### config.mk
export PLATFORM = sky130hd
export DESIGN_NAME = stsc_front
export DESIGN_NICKNAME = d
export VERILOG_FILES = /design/src/sv/stsc_pkg.sv /design/src/sv/stsc_front.sv
export SDC_FILE = /design/constraint.sdc
export NUM_CORES = 1
export LEC_CHECK = 0
export ABC_CLOCK_PERIOD_IN_PS = 4400
export BUFFER_PORTS_ARGS = -buffer_cell sky130_fd_sc_hd__buf_2
export CORE_MARGIN = 2
export CORE_UTILIZATION = 43
export DETAILED_ROUTE_END_ITERATION = 12
export GPL_ROUTABILITY_DRIVEN = 0
export GPL_TIMING_DRIVEN = 0
export PLACE_DENSITY = 0.9
export SLEW_MARGIN = 20
export SYNTH_ARGS = -nofsm -noshare
export SYNTH_HDL_FRONTEND = slang
export SYNTH_SLANG_ARGS = --single-unit
export TNS_END_PERCENT = 30
### constraint.sdc
create_clock -name vclk -period 4.4
set_input_delay 0.22 -clock vclk [all_inputs]
set_output_delay 0.22 -clock vclk [all_outputs]
set_load 0.02 [all_outputs]
### src/sv/stsc_pkg.sv
// shared types, constants and tables for the stick to world velocity command unit
package stsc_pkg;

   localparam int ANGLE_BITS_DEF = 16;
   localparam int QUEUE_DEPTH    = 2;

   localparam int STICK_W   = 12;
   localparam int OFS_W     = 11;
   localparam logic [STICK_W-1:0] STICK_MIN = 12'd1000;
   localparam logic [STICK_W-1:0] STICK_MAX = 12'd2000;
   localparam logic [STICK_W-1:0] STICK_MID = 12'd1500;

   // floor(m / 500) = (m * DIV500_K) >> DIV500_S for m < 2^24
   localparam int DIV500_S = 33;
   localparam logic [24:0] DIV500_K = 25'd17179870;
   // floor(m / 1000) = (m * DIV1000_K) >> DIV1000_S for m < 2^25
   localparam int DIV1000_S = 35;
   localparam logic [25:0] DIV1000_K = 26'd34359739;

   localparam int CORDIC_ITERS = 15;
   localparam logic signed [17:0] CORDIC_X0 = 18'sd19899;
   localparam logic signed [17:0] TRIG_MAX  = 18'sd32767;

   localparam int CSR_IDX_W  = 3;
   localparam int CSR_DATA_W = 16;
   localparam logic [CSR_IDX_W-1:0] REG_VEL_FORWARD_MAX  = 3'd0;
   localparam logic [CSR_IDX_W-1:0] REG_VEL_LATERAL_MAX  = 3'd1;
   localparam logic [CSR_IDX_W-1:0] REG_VEL_VERTICAL_MAX = 3'd2;
   localparam logic [CSR_IDX_W-1:0] REG_HEADING_GAIN     = 3'd3;
   localparam logic [CSR_IDX_W-1:0] REG_RATE_GAIN        = 3'd4;
   localparam logic [CSR_IDX_W-1:0] REG_AUTO_YAW         = 3'd5;

   typedef struct packed {
      logic [14:0] vel_forward_max;
      logic [14:0] vel_lateral_max;
      logic [14:0] vel_vertical_max;
      logic [15:0] heading_gain;
      logic [15:0] rate_gain;
      logic        auto_yaw;
   } cfg_type;

   localparam cfg_type CFG_RESET = '{
      vel_forward_max:  15'd7000,
      vel_lateral_max:  15'd5000,
      vel_vertical_max: 15'd3000,
      heading_gain:     16'd16384,
      rate_gain:        16'd41943,
      auto_yaw:         1'b1
   };

   typedef struct packed {
      logic signed [OFS_W-1:0] roll_ofs;
      logic signed [OFS_W-1:0] pitch_ofs;
      logic signed [OFS_W-1:0] throttle_ofs;
      logic signed [OFS_W-1:0] yaw_ofs;
      logic                    load_heading;
      logic [15:0]             heading_in;
   } cmd_type;

   typedef struct packed {
      logic signed [16:0] vel_world_x;
      logic signed [16:0] vel_world_y;
      logic signed [15:0] vel_world_z;
      logic signed [15:0] yaw_rate_cmd;
      logic [15:0]        heading_out;
   } rsp_type;

   // arctangent of 2^-i in 16-bit angle units
   function automatic logic [13:0] atan_of(input logic [3:0] i);
      logic [13:0] a;
      case (i)
         4'd0:    a = 14'd8192;
         4'd1:    a = 14'd4836;
         4'd2:    a = 14'd2555;
         4'd3:    a = 14'd1297;
         4'd4:    a = 14'd651;
         4'd5:    a = 14'd326;
         4'd6:    a = 14'd163;
         4'd7:    a = 14'd81;
         4'd8:    a = 14'd41;
         4'd9:    a = 14'd20;
         4'd10:   a = 14'd10;
         4'd11:   a = 14'd5;
         4'd12:   a = 14'd3;
         4'd13:   a = 14'd1;
         4'd14:   a = 14'd1;
         default: a = 14'd0;
      endcase
      return a;
   endfunction

endpackage

### src/sv/stsc_front.sv
// front end: accepts stick beats, clamps and centers the pulse widths
module stsc_front (
   input  logic                  push,
   output logic                  full,
   input  logic [11:0]           roll_stick,
   input  logic [11:0]           pitch_stick,
   input  logic [11:0]           throttle_stick,
   input  logic [11:0]           yaw_stick,
   input  logic                  load_heading,
   input  logic [15:0]           heading_in,
   output logic                  q_push,
   output stsc_pkg::cmd_type     q_data,
   input  logic                  q_full
);
   import stsc_pkg::*;

   function automatic logic signed [OFS_W-1:0] center(input logic [STICK_W-1:0] raw);
      logic [STICK_W-1:0] c;
      logic [STICK_W-1:0] d;
      c = raw;
      if (raw < STICK_MIN) begin
         c = STICK_MIN;
      end else if (raw > STICK_MAX) begin
         c = STICK_MAX;
      end
      d = c - STICK_MID;
      return $signed(d[OFS_W-1:0]);
   endfunction

   assign full   = q_full;
   assign q_push = push && !q_full;

   always_comb begin
      q_data.roll_ofs     = center(roll_stick);
      q_data.pitch_ofs    = center(pitch_stick);
      q_data.throttle_ofs = center(throttle_stick);
      q_data.yaw_ofs      = center(yaw_stick);
      q_data.load_heading = load_heading;
      q_data.heading_in   = heading_in;
   end

endmodule

==> summary.md <==
### Run status
- run status: completed

### Logic synthesis
- yosys synthesis warning count: 0
- part of the Yosys area used for sequential elements: 0%
- average size of a mapped cell: 6.82 sq um
- Netlist Area Pre-Place: 0.00148 sq mm
- synthesized instance count: 217
- count of unique library cells instantiated by Yosys: 49
- post-synthesis net count: 288

### Power
- logic gate share of total power: 100.0%
- Cell Pwr Density: 123 mW/mm^2
- Clock power frac: 0%
- Switching Power: 151 uW
- switching part of the total power: 59.2%
- Internal Pwr Total: 104 uW
- leakage power: 0.00105 uW
- Worst VDD drop: 0.0000895 V
- sequential cell fraction of total power: 0%
- post-layout power: 255 uW

### Drt
- Routed wire per std cell: 11.9 um
- total detailed-routing wirelength: 4.38 mm
- DRT iter0 DRCs: 211
- mean number of vias per cell: 5.48
- antenna-violating nets left: 0
- drt pass-1 iters: 4
- overall via count from detail_route: 2,023
- DRC Markers: 0

### Floorplan
- num rows: 21
- die extent in x: 62.7 um
- Chip Height: 62.7 um
- Initial Utilization: 44.7%
- num ports: 130
- Core Footprint: 0.00331 sq mm
- total die area: 0.00393 sq mm

### STA
- worst hold margin: 657 ps
- share of the clock period used by the worst path: 64.2%
- Final min period: 2820 ps
- Highest Clock Rate: 354 MHz
- final-report max-slew violation count: 0
- final setup vio count: 0
- Fin. Hold Viols: 0
- RSZ-0062 raised after global routing: no
- Slew headroom: 65.4%
- TNS Setup: 0 ps
- slew at the pin closest to its max-slew limit: 518 ps

### Placement
- half-perimeter wire length after detailed placement: 3.58 mm
- number of buffer cells added on primary ports: 106
- Cells after DPL: 369

### GRT
- peak-usage layer in the global routing report: met2
- vias in the first global route: 1,707
- overflow left after global routing: 0
- global-route wire length before repair: 7.12 mm
- met1 track demand over resource: 25.9%
- met2 global-route usage: 38.3%
- Total GRT Usage: 20.1%
- initial antenna violation count: 0
- pin count of the biggest net entering global routing: 11
- met3 capacity usage during global routing: 1.44%

### Worst setup path
- delay of the slowest cell on the worst path: 410 ps
- CP dominant cell by count: sky130_fd_sc_hd__buf_2
- master of the slowest instance on the critical path: sky130_fd_sc_hd__a31oi_1
- worst setup path endpoint: q_data[45]
- WP data required: 4180 ps
- data arrival time of the worst path: 2600 ps
- biggest fanout along the worst timing path: 5
- timing startpoint of the critical path: pitch_stick[3]
- endpoint class of the critical path: output pin
- cells traversed along the worst timing path: buf_2 -> o41ai_1 -> nand2b_1 -> a31oi_1 -> a21o_2 -> ha_1 -> o21a_1 -> o2bb2ai_1 -> a2111o_1 -> o21ai_0 -> buf_2
- crit path launch type: input port
- startpoint-to-endpoint class of the critical path: in2out

### Final layout
- sequential cell area in the final layout: 0 sq um
- Finished Core Util: 62.5%
- Seq cells: 0
- Synth-to-Final Area Change: 39.7%
- layout cell share with drive strength beyond 1: 43.0%
- clkbuf count: 0
- final layout net count: 396
- most used cells in the layout excluding fill and tap cells: sky130_fd_sc_hd__buf_2, sky130_fd_sc_hd__buf_4, sky130_fd_sc_hd__a21oi_1
- most common cell after layout, fill and taps aside: sky130_fd_sc_hd__buf_2
- post-layout instance count excluding filler cells: 369
- number of diodes: 0

### Clocking
- # Post-CTS Setup Buffers: 0
- Resize count post-CTS: 0
- hold buffer count at cts: 0

### Hold path
- Hold Path Class: in2out

### Job
- Max-cap violations: 0

## per-stage QoR
stage / setup slack, ps / cell area, sq um
5_1_grt: 1440 / 2070
4_1_cts: 1620 / 2070
3_5_place_dp: 1620 / 2070
2_1_floorplan: 1910 / 1480
3_3_place_gp: 1610 / 2070
6_report: 1580 / 2070
## critical path, delay by kind of cell
family | cells | cell delay (ps)
fa+ha+maj | 1 | 210
buf+inv | 2 | 320
compound gates | 7 | 1750
simple gates | 1 | 120
## power by group through the flow
stage	sequential, uW	combinational [uW]	clock [uW]
final	0	255	0
after detailed placement	0	253	0
after global routing	0	275	0
after floorplan	0	168	0
after CTS	0	254	0
after global placement	0	249	0
## layout make-up
type                            instances  area (sq um)
Fill cell                             320          1240
Multi-Input combinational cell        182          1270
Tap cell                               46          57.6
Inverter                                5          18.8
Buffer                                 30           190
Timing Repair Buffer                  106           531
## worst min path at each step
stage,start,to,slack (ps),depth (start not counted)
after global placement,heading_in[15],q_data[15],660,2
after detailed placement,heading_in[4],q_data[4],660,2
after global routing,heading_in[15],q_data[15],660,2
after floorplan,q_full,q_push,520,1
final,heading_in[4],q_data[4],660,2
after CTS,heading_in[6],q_data[6],660,2
## routing by layer
metal | vias to the layer above | wire length, um
met1 | 913 | 1800
met2 | 99 | 2210
met3 | 0 | 372
met4 | 0 | 0
li1 | 1011 | -
met5 | - | 0
## cells in the mapped netlist (all sizes together) (4+ instances only)
| cell type | n | area, sq um |
|---|---|---|
| buf | 22 | 160 |
| a21oi | 19 | 95.1 |
| nor2 | 12 | 45.0 |
| a31oi | 11 | 68.8 |
| a21o | 10 | 76.3 |
| and2 | 10 | 62.6 |
| xor2 | 10 | 87.6 |
| o21ai | 9 | 45.0 |
| xnor2 | 9 | 78.8 |
| clkbuf | 8 | 30.0 |
| nand2 | 7 | 26.3 |
| and3 | 6 | 38.8 |
| nor2b | 6 | 37.5 |
| o21a | 6 | 45.0 |
| o21bai | 6 | 45.0 |
| inv | 5 | 18.8 |
| nor3 | 5 | 30.0 |
| and4 | 4 | 35.0 |
| ha | 4 | 50.1 |
| nand2b | 4 | 25.0 |
| nand3 | 4 | 20.0 |
## logic make-up (layout without fill, tap and decap cells)
group / Yosys count / after routing / share of synthesized area (%)
AOI/OAI and AO/OA: 85 / 85 / 41.4
xor gates and xnor gates: 19 / 19 / 11.2
adders and majority gates: 4 / 4 / 3.38
muxes: 3 / 3 / 2.03
buffers and inverters: 35 / 141 / 14.1
and+or+nand+nor: 71 / 71 / 27.8
(Power assumes the default switching activity.)
