### config.mk
export PLATFORM = sky130hd
export DESIGN_NAME = stsc_fifo
export DESIGN_NICKNAME = d
export VERILOG_FILES = /design/src/sv/stsc_pkg.sv /design/src/sv/stsc_fifo.sv
export SDC_FILE = /design/constraint.sdc
export NUM_CORES = 1
export LEC_CHECK = 0
export BUFFER_PORTS_ARGS = -buffer_cell sky130_fd_sc_hd__buf_2
export CAP_MARGIN = 0
export CORE_UTILIZATION = 52
export DETAILED_ROUTE_END_ITERATION = 12
export MAX_ROUTING_LAYER = met4
export PLACE_DENSITY = 0.87
export SLEW_MARGIN = 20
export SYNTH_ARGS = -nofsm -noshare
export SYNTH_HDL_FRONTEND = slang
export SYNTH_SLANG_ARGS = --single-unit
### constraint.sdc
create_clock -name clock -period 2.4 [get_ports clock]
set_input_delay 0.12 -clock clock [delete_from_list [all_inputs] [get_ports clock]]
set_output_delay 0.12 -clock clock [all_outputs]
set_load 0.005 [all_outputs]
### src/sv/stsc_pkg.sv
// shared types, constants and tables for the stick to world velocity command unit
package stsc_pkg;

   localparam int ANGLE_BITS_DEF = 16;
   localparam int QUEUE_DEPTH    = 2;

   localparam int STICK_W   = 12;
   localparam int OFS_W     = 11;
   localparam logic [STICK_W-1:0] STICK_MIN = 12'd1000;
   localparam logic [STICK_W-1:0] STICK_MAX = 12'd2000;
   localparam logic [STICK_W-1:0] STICK_MID = 12'd1500;

   // floor(m / 500) = (m * DIV500_K) >> DIV500_S for m < 2^24
   localparam int DIV500_S = 33;
   localparam logic [24:0] DIV500_K = 25'd17179870;
   // floor(m / 1000) = (m * DIV1000_K) >> DIV1000_S for m < 2^25
   localparam int DIV1000_S = 35;
   localparam logic [25:0] DIV1000_K = 26'd34359739;

   localparam int CORDIC_ITERS = 15;
   localparam logic signed [17:0] CORDIC_X0 = 18'sd19899;
   localparam logic signed [17:0] TRIG_MAX  = 18'sd32767;

   localparam int CSR_IDX_W  = 3;
   localparam int CSR_DATA_W = 16;
   localparam logic [CSR_IDX_W-1:0] REG_VEL_FORWARD_MAX  = 3'd0;
   localparam logic [CSR_IDX_W-1:0] REG_VEL_LATERAL_MAX  = 3'd1;
   localparam logic [CSR_IDX_W-1:0] REG_VEL_VERTICAL_MAX = 3'd2;
   localparam logic [CSR_IDX_W-1:0] REG_HEADING_GAIN     = 3'd3;
   localparam logic [CSR_IDX_W-1:0] REG_RATE_GAIN        = 3'd4;
   localparam logic [CSR_IDX_W-1:0] REG_AUTO_YAW         = 3'd5;

   typedef struct packed {
      logic [14:0] vel_forward_max;
      logic [14:0] vel_lateral_max;
      logic [14:0] vel_vertical_max;
      logic [15:0] heading_gain;
      logic [15:0] rate_gain;
      logic        auto_yaw;
   } cfg_type;

   localparam cfg_type CFG_RESET = '{
      vel_forward_max:  15'd7000,
      vel_lateral_max:  15'd5000,
      vel_vertical_max: 15'd3000,
      heading_gain:     16'd16384,
      rate_gain:        16'd41943,
      auto_yaw:         1'b1
   };

   typedef struct packed {
      logic signed [OFS_W-1:0] roll_ofs;
      logic signed [OFS_W-1:0] pitch_ofs;
      logic signed [OFS_W-1:0] throttle_ofs;
      logic signed [OFS_W-1:0] yaw_ofs;
      logic                    load_heading;
      logic [15:0]             heading_in;
   } cmd_type;

   typedef struct packed {
      logic signed [16:0] vel_world_x;
      logic signed [16:0] vel_world_y;
      logic signed [15:0] vel_world_z;
      logic signed [15:0] yaw_rate_cmd;
      logic [15:0]        heading_out;
   } rsp_type;

   // arctangent of 2^-i in 16-bit angle units
   function automatic logic [13:0] atan_of(input logic [3:0] i);
      logic [13:0] a;
      case (i)
         4'd0:    a = 14'd8192;
         4'd1:    a = 14'd4836;
         4'd2:    a = 14'd2555;
         4'd3:    a = 14'd1297;
         4'd4:    a = 14'd651;
         4'd5:    a = 14'd326;
         4'd6:    a = 14'd163;
         4'd7:    a = 14'd81;
         4'd8:    a = 14'd41;
         4'd9:    a = 14'd20;
         4'd10:   a = 14'd10;
         4'd11:   a = 14'd5;
         4'd12:   a = 14'd3;
         4'd13:   a = 14'd1;
         4'd14:   a = 14'd1;
         default: a = 14'd0;
      endcase
      return a;
   endfunction

endpackage

### src/sv/stsc_fifo.sv
// small first-in first-out queue with show-ahead read
module stsc_fifo #(
   parameter int WIDTH = 8,
   parameter int DEPTH = stsc_pkg::QUEUE_DEPTH
) (
   input  logic             clock,
   input  logic             reset,
   input  logic             push,
   input  logic [WIDTH-1:0] push_data,
   output logic             full,
   input  logic             pop,
   output logic [WIDTH-1:0] pop_data,
   output logic             empty
);
   localparam int AW = (DEPTH > 1) ? $clog2(DEPTH) : 1;
   localparam int CW = $clog2(DEPTH + 1);

   logic [WIDTH-1:0] mem_ff [DEPTH];
   logic [AW-1:0]    wr_ff, wr_in;
   logic [AW-1:0]    rd_ff, rd_in;
   logic [CW-1:0]    cnt_ff, cnt_in;
   logic             do_push, do_pop;

   assign full     = (cnt_ff == CW'(DEPTH));
   assign empty    = (cnt_ff == '0);
   assign do_push  = push && !full;
   assign do_pop   = pop && !empty;
   assign pop_data = mem_ff[rd_ff];

   always_comb begin
      wr_in  = wr_ff;
      rd_in  = rd_ff;
      cnt_in = cnt_ff;
      if (do_push) begin
         wr_in = (wr_ff == AW'(DEPTH - 1)) ? '0 : wr_ff + 1'b1;
      end
      if (do_pop) begin
         rd_in = (rd_ff == AW'(DEPTH - 1)) ? '0 : rd_ff + 1'b1;
      end
      if (do_push && !do_pop) begin
         cnt_in = cnt_ff + 1'b1;
      end else if (do_pop && !do_push) begin
         cnt_in = cnt_ff - 1'b1;
      end
   end

   always_ff @(posedge clock) begin
      if (reset) begin
         wr_ff  <= '0;
         rd_ff  <= '0;
         cnt_ff <= '0;
      end else begin
         wr_ff  <= wr_in;
         rd_ff  <= rd_in;
         cnt_ff <= cnt_in;
      end
   end

   always_ff @(posedge clock) begin
      if (do_push) begin
         mem_ff[wr_ff] <= push_data;
      end
   end

endmodule

==> flow_summary.toml, run 1 <==
[clock_network]
worstSkewPairLatency_ns = 0.31
cts_made_buffers = 3
htreeDepth = 1
ctsHoldBuffers = 7
cts_buffer_depth = 2
cts_tree = "done"
cts_resized = 0
root_buffer = "clkbuf_4"
clk_pin_slew_ns = 0.12
cts.sinks = 21
cts_setup_buffers = 0

[placement]
dpl_cell_area_um2 = 912.1
gp_congestion = 0.6880
portBuffers = 21
dp_hpwl_um = 902.2

[power_and_ir_drop]
netSwitchingPower_mw = 0.2797
peakVddDrop_mv = 0.7312
pwr-share-seq_pct = 53.7
clockPowerShare_pct = 17.7
p_int_mw = 0.6749
p_sw_share_pct = 29.30
finalPower_mw = 0.9546
power.leakage_nw = 0.4100
cellPowerDensity_nw_per_um2 = 945.4
p_comb_share_pct = 28.6

[logic_synthesis]
ys.flop_type = "edfxtp_1"
synth_xor_area_share_pct = 3.312
synth-seq-cells = 21
yosys-top-cells-count = "16 x edfxtp_1, 8 x mux2_2, 5 x dfxtp_1, 5 x nor2_1"
synthesis.area_um2 = 793.3
synth_edf_count = 16
synth-simple-area-share_pct = 5.836
synth_top_family_by_area = "multiplexers"
async_flop_share_pct = 0
synth.avg_cell_area_um2 = 15.87
yosysSeqAreaShare_pct = 73.19
ys_top_cells_by_area = "edfxtp_1 61%, dfxtp_1 13%, mux2_2 11%"
synth_mux_area_share_pct = 11.36
yosysWarnings = 0
synth_compound_area_share_pct = 3.155
synth_cells = 50
synth_top_area_cell = "edfxtp_1"
synthDistinctLibCells = 13
synth_top_area_share_pct = 60.57
synth_most_common_cell = "edfxtp_1"
synth_nets = 63
synthAdderAreaFrac_pct = 1.577

[route]
drt_iter0_drc = 10
drc = 0
routed_wl_mm = 1.365
vias = 474
dr.pass1.iters = 4
wl_per_cell_um = 14.22
final_antenna_net_count = 0
via_per_inst = 4.938

[floorplan]
dieArea_um2 = 1686
rows = 13
pin_count = 22
die_w_um = 41.06
initial_utilization_pct = 58.06
core-area_um2 = 1366
die_h_um = 41.06

[sta]
fin_crit_ns = 1.602
setup_tns_ns = 0
setup-violations-final = 0
fin_crit_sh_pct = 66.77
hold_violations = 0
slew_headroom_pct = 73.69
worstMarginPinSlew_ns = 0.3947
fin_worst_skew_ns = 0.01063
fmax_mhz = 624.0
rsz0062_at_grt = "no"
holdWs_ns = 0.02308
drv_slew = 0

[grt]
first_global_vias = 430
antenna_found_initial = 0
grt_overflow = 0
grt_max_degree = 13
grt_pass1_wl_mm = 1.973
track_usage_pct = 21.43

[finish]
final_util_pct = 73.90
stdcell_area_um2 = 1010
nets = 95
layout-drive-gt1-share_pct = 41.98
area_delta_synth_final_pct = 27.29
antennaDiodeCount = 0

[run]
cap_violations = 0

[setup_path]
worstSetupPathType = "reg -> reg"
crit_path_start_kind = "flip-flop"
required_ns = 2.64
cp.arrival_ns = 1.85
path_max_fanout = 5
end_kind = "flip-flop"

[run_status]
status = "complete, no violations"

[hold_path]
hold_path.class = "in -> reg"
cells by family (layout without fill, tap and decap cells):
| logic type | after synthesis | in the layout |
|---|---|---|
| simple gates | 9 | 9 |
| buf+inv | 3 | 34 |
| fa+ha+maj | 1 | 1 |
| flops | 21 | 21 |
| xor+xnor | 3 | 3 |
| compound gates | 5 | 5 |
| mux | 8 | 8 |
path summary, 6_finish.rpt:
path / start / end / slack [ns] / cells past startpoint
worst min-delay path: push_data[1] / mem_ff[1][1] / 0.02 / 1
worst min register to register: wr_ff / wr_ff / 0.51 / 2
worst max-delay path: cnt_ff[1] / cnt_ff[1] / 0.80 / 5
worst max register to register: cnt_ff[1] / cnt_ff[1] / 0.80 / 5
power by group through the flow:
stage | sequential (mW) | clock [mW] | combinational (mW)
2_1_floorplan | 0.495 | 0 | 0.189
3_3_place_gp | 0.515 | 0 | 0.251
3_5_place_dp | 0.522 | 0 | 0.265
4_1_cts | 0.513 | 0.173 | 0.276
5_1_grt | 0.524 | 0.187 | 0.314
6_report | 0.512 | 0.169 | 0.273
cell type report:
| class | count | area [um2] |
|---|---|---|
| Clock buffer | 3 | 22.52 |
| Clock inverter | 1 | 5.005 |
| Fill cell | 103 | 356.6 |
| Inverter | 2 | 7.507 |
| Multi-Input combinational cell | 26 | 200.2 |
| Sequential cell | 21 | 580.6 |
| Tap cell | 15 | 18.77 |
| Timing Repair Buffer | 28 | 175.2 |
layer usage:
layer	track usage, %	wire length, um
met5	-	0
met3	5.435	52
met1	20.36	550
met2	35.16	714
met4	19.17	48
state kept, by name, summed over array words and instances (netlist names), named ones only:
signal and flops:
rd_ff 1, mem_ff 16, cnt_ff 2, wr_ff 1
critical path, cell delays in order, from the launching register on:
cell and delay [ns]:
dfxtp_1 0.40, nor2b_2 0.21, nor2_1 0.07, ha_1 0.31, or3_1 0.37, a21oi_1 0.17
cells in the final DEF (no fill, tap or decap):
cell / count
nor2b_2: 1
and2_1: 1
mux2_2: 8
inv_1: 2
o21ai_0: 3
a21oi_1: 2
dfxtp_1: 5
xor2_1: 3
nor2_1: 5
clkinv_2: 1
ha_1: 1
or3_1: 2
edfxtp_1: 16
dlygate4sd3_1: 7
buf_2: 21
clkbuf_4: 3
per-stage QoR:
step | std cells | setup slack [ns]
after floorplan | 50 | 0.9445
after detailed placement | 85 | 0.8131
final | 96 | 0.7975
after global routing | 96 | 0.6361
after CTS | 96 | 0.7813
after global placement | 85 | 0.9142
No activity file was read; power rests on OpenSTA's default activity.
==> run 2, diff against run 1 <==
--- a/config.mk
+++ b/config.mk
@@ -7,10 +7,10 @@
 export LEC_CHECK = 0
 export BUFFER_PORTS_ARGS = -buffer_cell sky130_fd_sc_hd__buf_2
 export CAP_MARGIN = 0
-export CORE_UTILIZATION = 52
+export CORE_UTILIZATION = 44
 export DETAILED_ROUTE_END_ITERATION = 12
 export MAX_ROUTING_LAYER = met4
-export PLACE_DENSITY = 0.87
+export PLACE_DENSITY = 0.8
 export SLEW_MARGIN = 20
 export SYNTH_ARGS = -nofsm -noshare
 export SYNTH_HDL_FRONTEND = slang
==> constraint.sdc (replaced) <==
create_clock -name clock -period 1.3 [get_ports clock]
set_input_delay 0.065 -clock clock [delete_from_list [all_inputs] [get_ports clock]]
set_output_delay 0.065 -clock clock [all_outputs]
set_load 0.005 [all_outputs]
==> run 2 against run 1 <==
  * The run now ends with negative setup slack left
  * First-iteration DRC count fell by 40%
  * Cell count grew 20%
  * Utilization shrank 0.35 points
  * Power up 120%
==> flow_summary.toml, run 2 (synthesis results as in run 1) <==
[run_status]
status = "complete, but fails checks"
violations = "negative setup slack"

[setup_path]
rrSetupSlack_ns = -0.13
worstSetupPathType = "reg -> reg"
required_ns = 1.33
crit-reg2reg-launch = "cnt_ff[1]"
cpMaxStageDelayCell = "dfxtp_2"
cp.arrival_ns = 1.45
max_stage_delay_ns = 0.36
reg2reg_depth = 5
r2r_end = "mem_ff[0][5]"
end_kind = "flip-flop"
worstPathBufferInverterCount = 3
path_delay_family = "simple AND/OR/NAND/NOR gates"
path_cells = "nor2b_4 > buf_4 > or3_4 > inv_2 > buf_12"
path_max_fanout = 8
crit_path_start_kind = "flip-flop"

[placement]
dpl_cell_area_um2 = 996.0
gp_congestion = 0.6802
dp_hpwl_mm = 1.047
portBuffers = 21
pre_cts_ws_ns = -0.1245

[route]
vias = 547
drc = 0
drt_iter0_drc = 6
via_per_inst = 4.757
wl_per_cell_um = 13.34
routed_wl_mm = 1.534
final_antenna_net_count = 0
dr.pass1.iters = 2

[finish]
layout_commonest_cell = "buf_2"
final_cell_mix = "21 x buf_2, 16 x edfxtp_1, 9 x dlygate4sd3_1"
nets = 105
top_register = "mem_ff"
antennaDiodeCount = 0
area_delta_synth_final_pct = 47.79
stdcell_area_um2 = 1172
nFillCells = 107
largest_register_ffs = 16
largestRegisters = "mem_ff x16, cnt_ff x2"
layout-drive-gt1-share_pct = 56.04

[hold_path]
hp-start = "push"
min_to = "wr_ff"
min_path_cells = 4
hold_path.class = "in -> reg"

[clock_network]
cts_made_buffers = 3
cts_tree = "done"
htreeDepth = 1
cts.sinks = 21
worstSkewPairLatency_ns = 0.30
root_buffer = "clkbuf_4"
cts_buffer_depth = 2
clk_pin_slew_ns = 0.12

[sta]
fin_crit_sh_pct = 109.8
fin_crit_ns = 1.427
setup_ws_ns = -0.1270
fin_worst_skew_ns = 0.008754
rsz0062_at_grt = "yes"
drv_slew = 0
worstMarginPinSlew_ns = 0.2095
setup-violations-final = 9
slew_headroom_pct = 86.03
fmax_mhz = 700.8
hold_violations = 0

[power_and_ir_drop]
cellPowerDensity_nw_per_um2 = 1760
peakVddDrop_mv = 1.403
power.leakage_nw = 0.4758

[floorplan]
die_h_um = 44.46
initial_utilization_pct = 49.76
core-area_um2 = 1594
dieArea_um2 = 1977
die_w_um = 44.46
rows = 14
pin_count = 22

[run]
cap_violations = 0

[grt]
antenna_found_initial = 0
grt_max_degree = 13
first_global_vias = 569
grt_pass1_wl_mm = 2.380
grt_overflow = 0
track_usage_pct = 18.45
[run 2: routing by layer]
layer	share of wire, %	GRT usage (%)
met1	39	18.82
met2	57	32.06
met3	3.3	4.082
met4	0.98	10.91
met5	0	-
[run 2: final cells by class]
class / instances / area, um2 / share of cell area [%]
clock inverter: 1 / 5.005 / 0.4269
clock buffer: 3 / 22.52 / 1.921
tap: 24 / 30.03 / 2.561
sequential: 21 / 586.8 / 50.05
multi-input combinational: 26 / 249.0 / 21.24
timing repair buffer: 38 / 271.5 / 23.16
inverter: 2 / 7.507 / 0.6403
[run 2: metrics by stage]
stage / util (%) / hold WS [ns] / setup TNS, ns / power (mW) / std cells
final: 73.55 / 0.2148 / -1.066 / 2.063 / 115
after global routing: 73.55 / 0.2328 / -1.422 / 2.182 / 115
after CTS: 71.43 / 0.1597 / -0.9977 / 1.988 / 115
after detailed placement: 62.48 / 0.2595 / -0.1655 / 1.609 / 101
after global placement: 62.48 / 0.2539 / -0.03247 / 1.570 / 101
after floorplan: - / 0.1267 / -0.07222 / 1.286 / 50
[run 2: worst min-delay path, stage by stage]
cell and delay [ns]:
buf_2 0.08, inv_1 0.08, o21ai_0 0.18, a21oi_1 0.07
[run 2: worst max path at each step]
stage / end / cells past startpoint / startpoint
global placement: cnt_ff[1] / 5 / cnt_ff[1]
floorplan: cnt_ff[1] / 5 / cnt_ff[1]
CTS: cnt_ff[1] / 6 / cnt_ff[1]
global route: cnt_ff[1] / 6 / cnt_ff[1]
detailed placement: cnt_ff[1] / 6 / cnt_ff[1]
finish: mem_ff[0][5] / 5 / cnt_ff[1]
[run 2: power breakdown]
group	internal (mW)	leakage (nW)	total, mW	switching (mW)
logic	0.479	0.266	0.793	0.314
clock network	0.114	0.0177	0.306	0.192
registers	0.870	0.192	0.964	0.0942
total	1.46	0.476	2.06	0.600
[run 2: what timing repair did]
action | in CTS | in global routing
endpoints found under the setup margin | 18 | 12
hold endpoints to repair | 21 | 0
resized for setup | 7 | 6
pin swaps | 1 | 4
buffers inserted | 1 | 0
hold buffers | 9 | 0
==> run 3, diff against run 2 <==
--- a/config.mk
+++ b/config.mk
@@ -7,7 +7,9 @@
 export LEC_CHECK = 0
 export BUFFER_PORTS_ARGS = -buffer_cell sky130_fd_sc_hd__buf_2
 export CAP_MARGIN = 0
-export CORE_UTILIZATION = 44
+export CELL_PAD_IN_SITES_DETAIL_PLACEMENT = 0
+export CELL_PAD_IN_SITES_GLOBAL_PLACEMENT = 2
+export CORE_UTILIZATION = 30
 export DETAILED_ROUTE_END_ITERATION = 12
 export MAX_ROUTING_LAYER = met4
 export PLACE_DENSITY = 0.8
==> run 3 against run 2 <==
  * The flow still finishes with violations (negative setup slack)
  * Critical path type unchanged
  * Hold slack got worse by 0.052 ns
  * Largest cell class unchanged
  * Wire length is 15% lower
  * Via count fell by 6.2%
  * Power about the same
  * Clock power is 6% lower
  * Die area rose by 44%
  * Flip-flop and latch count is the same
==> flow_summary.toml, run 3 (synthesis results as in run 1) <==
[run_status]
status = "complete, but fails checks"
violations = "negative setup slack"

[setup_path]
crit-reg2reg-launch = "cnt_ff[1]"
path_delay_family = "simple AND/OR/NAND/NOR gates"
reg2reg_depth = 6
r2r_end = "cnt_ff[1]"
rrSetupSlack_ns = -0.10
critPathCapture = "cnt_ff[1]"
cp.arrival_ns = 1.63
cpMaxStageDelayCell = "dfxtp_2"
worstSetupPathType = "reg -> reg"
cp_num_cells = 6
max_stage_delay_ns = 0.36
crit_path_start_kind = "flip-flop"
end_kind = "flip-flop"
path_max_fanout = 4
startpoint = "cnt_ff[1]"
path_cells = "nor2b_4 > nor2_2 > ha_4 > xor2_1 > or3_1 > a21oi_2"
worstPathBufferInverterCount = 0
required_ns = 1.52

[power_and_ir_drop]
cellPowerDensity_nw_per_um2 = 1738
finalPower_mw = 2.064
peakVddDrop_mv = 0.9278
power.leakage_nw = 0.4873

[finish]
largestRegisters = "mem_ff x16, cnt_ff x2"
nFillCells = 231
largest_register_ffs = 16
layout-drive-gt1-share_pct = 54.44
nets = 104
antennaDiodeCount = 0
area_delta_synth_final_pct = 49.68
final_util_pct = 47.93
layout_commonest_cell = "buf_2"
area.sequential_um2 = 586.8
top_register = "mem_ff"
multi_input_area_um2 = 265.3
final_cell_mix = "21 x buf_2, 16 x edfxtp_1, 9 x dlygate4sd3_1"

[grt]
grt_overflow = 0
antenna_found_initial = 0
first_global_vias = 524
track_usage_pct = 10.71
grtUsageMet3_pct = 3.448
grt_pass1_wl_mm = 2.056
met2_usage_pct = 18.33
grt_max_degree = 12
use_met1_pct = 10.73
busiest_layer = "met2"

[route]
drt_iter0_drc = 5
routed_wl_mm = 1.304
vias = 513
wl_per_cell_um = 10.87
final_antenna_net_count = 0
dr.pass1.iters = 2
drc = 0
via_per_inst = 4.275

[run]
cap_violations = 0

[sta]
worstMarginPinSlew_ns = 0.2414
setup_ws_ns = -0.1050
drv_slew = 0
slew_headroom_pct = 83.74
fin_crit_sh_pct = 108.1
fin_crit_ns = 1.405
holdWs_ns = 0.1633
setup-violations-final = 1
rsz0062_at_grt = "yes"
fmax_mhz = 711.8
fin_worst_skew_ns = 0.003148
hold_violations = 0

[clock_network]
cts_setup_buffers = 0
cts.sinks = 21
htreeDepth = 1
cts_made_buffers = 3
cts_tree = "done"
root_buffer = "clkbuf_4"
worstSkewPairLatency_ns = 0.29
clk_pin_slew_ns = 0.10
cts_buffer_depth = 2

[placement]
gp_congestion = 0.6467
portBuffers = 21
dp_hpwl_um = 873.3

[floorplan]
pin_count = 22
die_h_um = 53.42
dieArea_um2 = 2854
initial_utilization_pct = 32.02
rows = 18
core-area_um2 = 2477
die_w_um = 53.42

[hold_path]
min_path_cells = 4
hold_path.class = "in -> reg"
==> run 3: through the flow <==
| step | setup WS, ns | cell area [um2] | TNS [ns] | cells |
|---|---|---|---|---|
| 3_5_place_dp | -0.1137 | 1003 | -0.1196 | 107 |
| 6_report | -0.1050 | 1187 | -0.1050 | 120 |
| 5_1_grt | -0.1817 | 1187 | -0.5661 | 120 |
| 4_1_cts | -0.1263 | 1132 | -0.1263 | 120 |
| 2_1_floorplan | -0.07222 | 800.8 | -0.07222 | 50 |
| 3_3_place_gp | -0.03559 | 1003 | -0.03559 | 107 |
==> run 3: worst min-delay path by stage <==
| stage | startpoint | endpoint | slack (ns) |
|---|---|---|---|
| 2_1_floorplan | reset | cnt_ff[1] | 0.13 |
| 3_3_place_gp | push_data[0] | mem_ff[1][0] | 0.25 |
| 3_5_place_dp | push_data[0] | mem_ff[0][0] | 0.26 |
| 4_1_cts | push | wr_ff | 0.15 |
| 5_1_grt | push | wr_ff | 0.21 |
| 6_report | push | wr_ff | 0.16 |
==> run 3: what timing repair did <==
action                                 4_1_cts  5_1_grt
resized for setup                            6       12
hold buffers                                 9        0
cloned                                       0        0
pin swaps                                    1        3
endpoints found under the hold margin       20        0
setup endpoints to repair                   18       14
==> run 3: worst register-to-register path: stages, from the launching register on <==
cell	delay (ns)
dfxtp_2	0.36
nor2b_4	0.17
nor2_2	0.06
ha_4	0.15
xor2_1	0.14
or3_1	0.33
a21oi_2	0.12
==> run 3: layer usage <==
layer,vias up,share of wire (%)
met5,-,0
met4,0,0.38
met3,2,3.8
met2,17,53
met1,235,42
li1,259,-
==> run 3: cell type report <==
type,count,share of cell area [%]
sequential,21,49.42
multi-input combinational,26,22.34
timing repair buffer,37,22.23
tap,30,3.161
clock buffer,4,2.213
inverter,2,0.6322
==> run 3: power breakdown <==
group / switching, mW / leakage, nW / internal, mW
clock network: 0.170 / 0.0150 / 0.119
logic: 0.306 / 0.280 / 0.499
registers: 0.100 / 0.192 / 0.870
total: 0.576 / 0.487 / 1.49
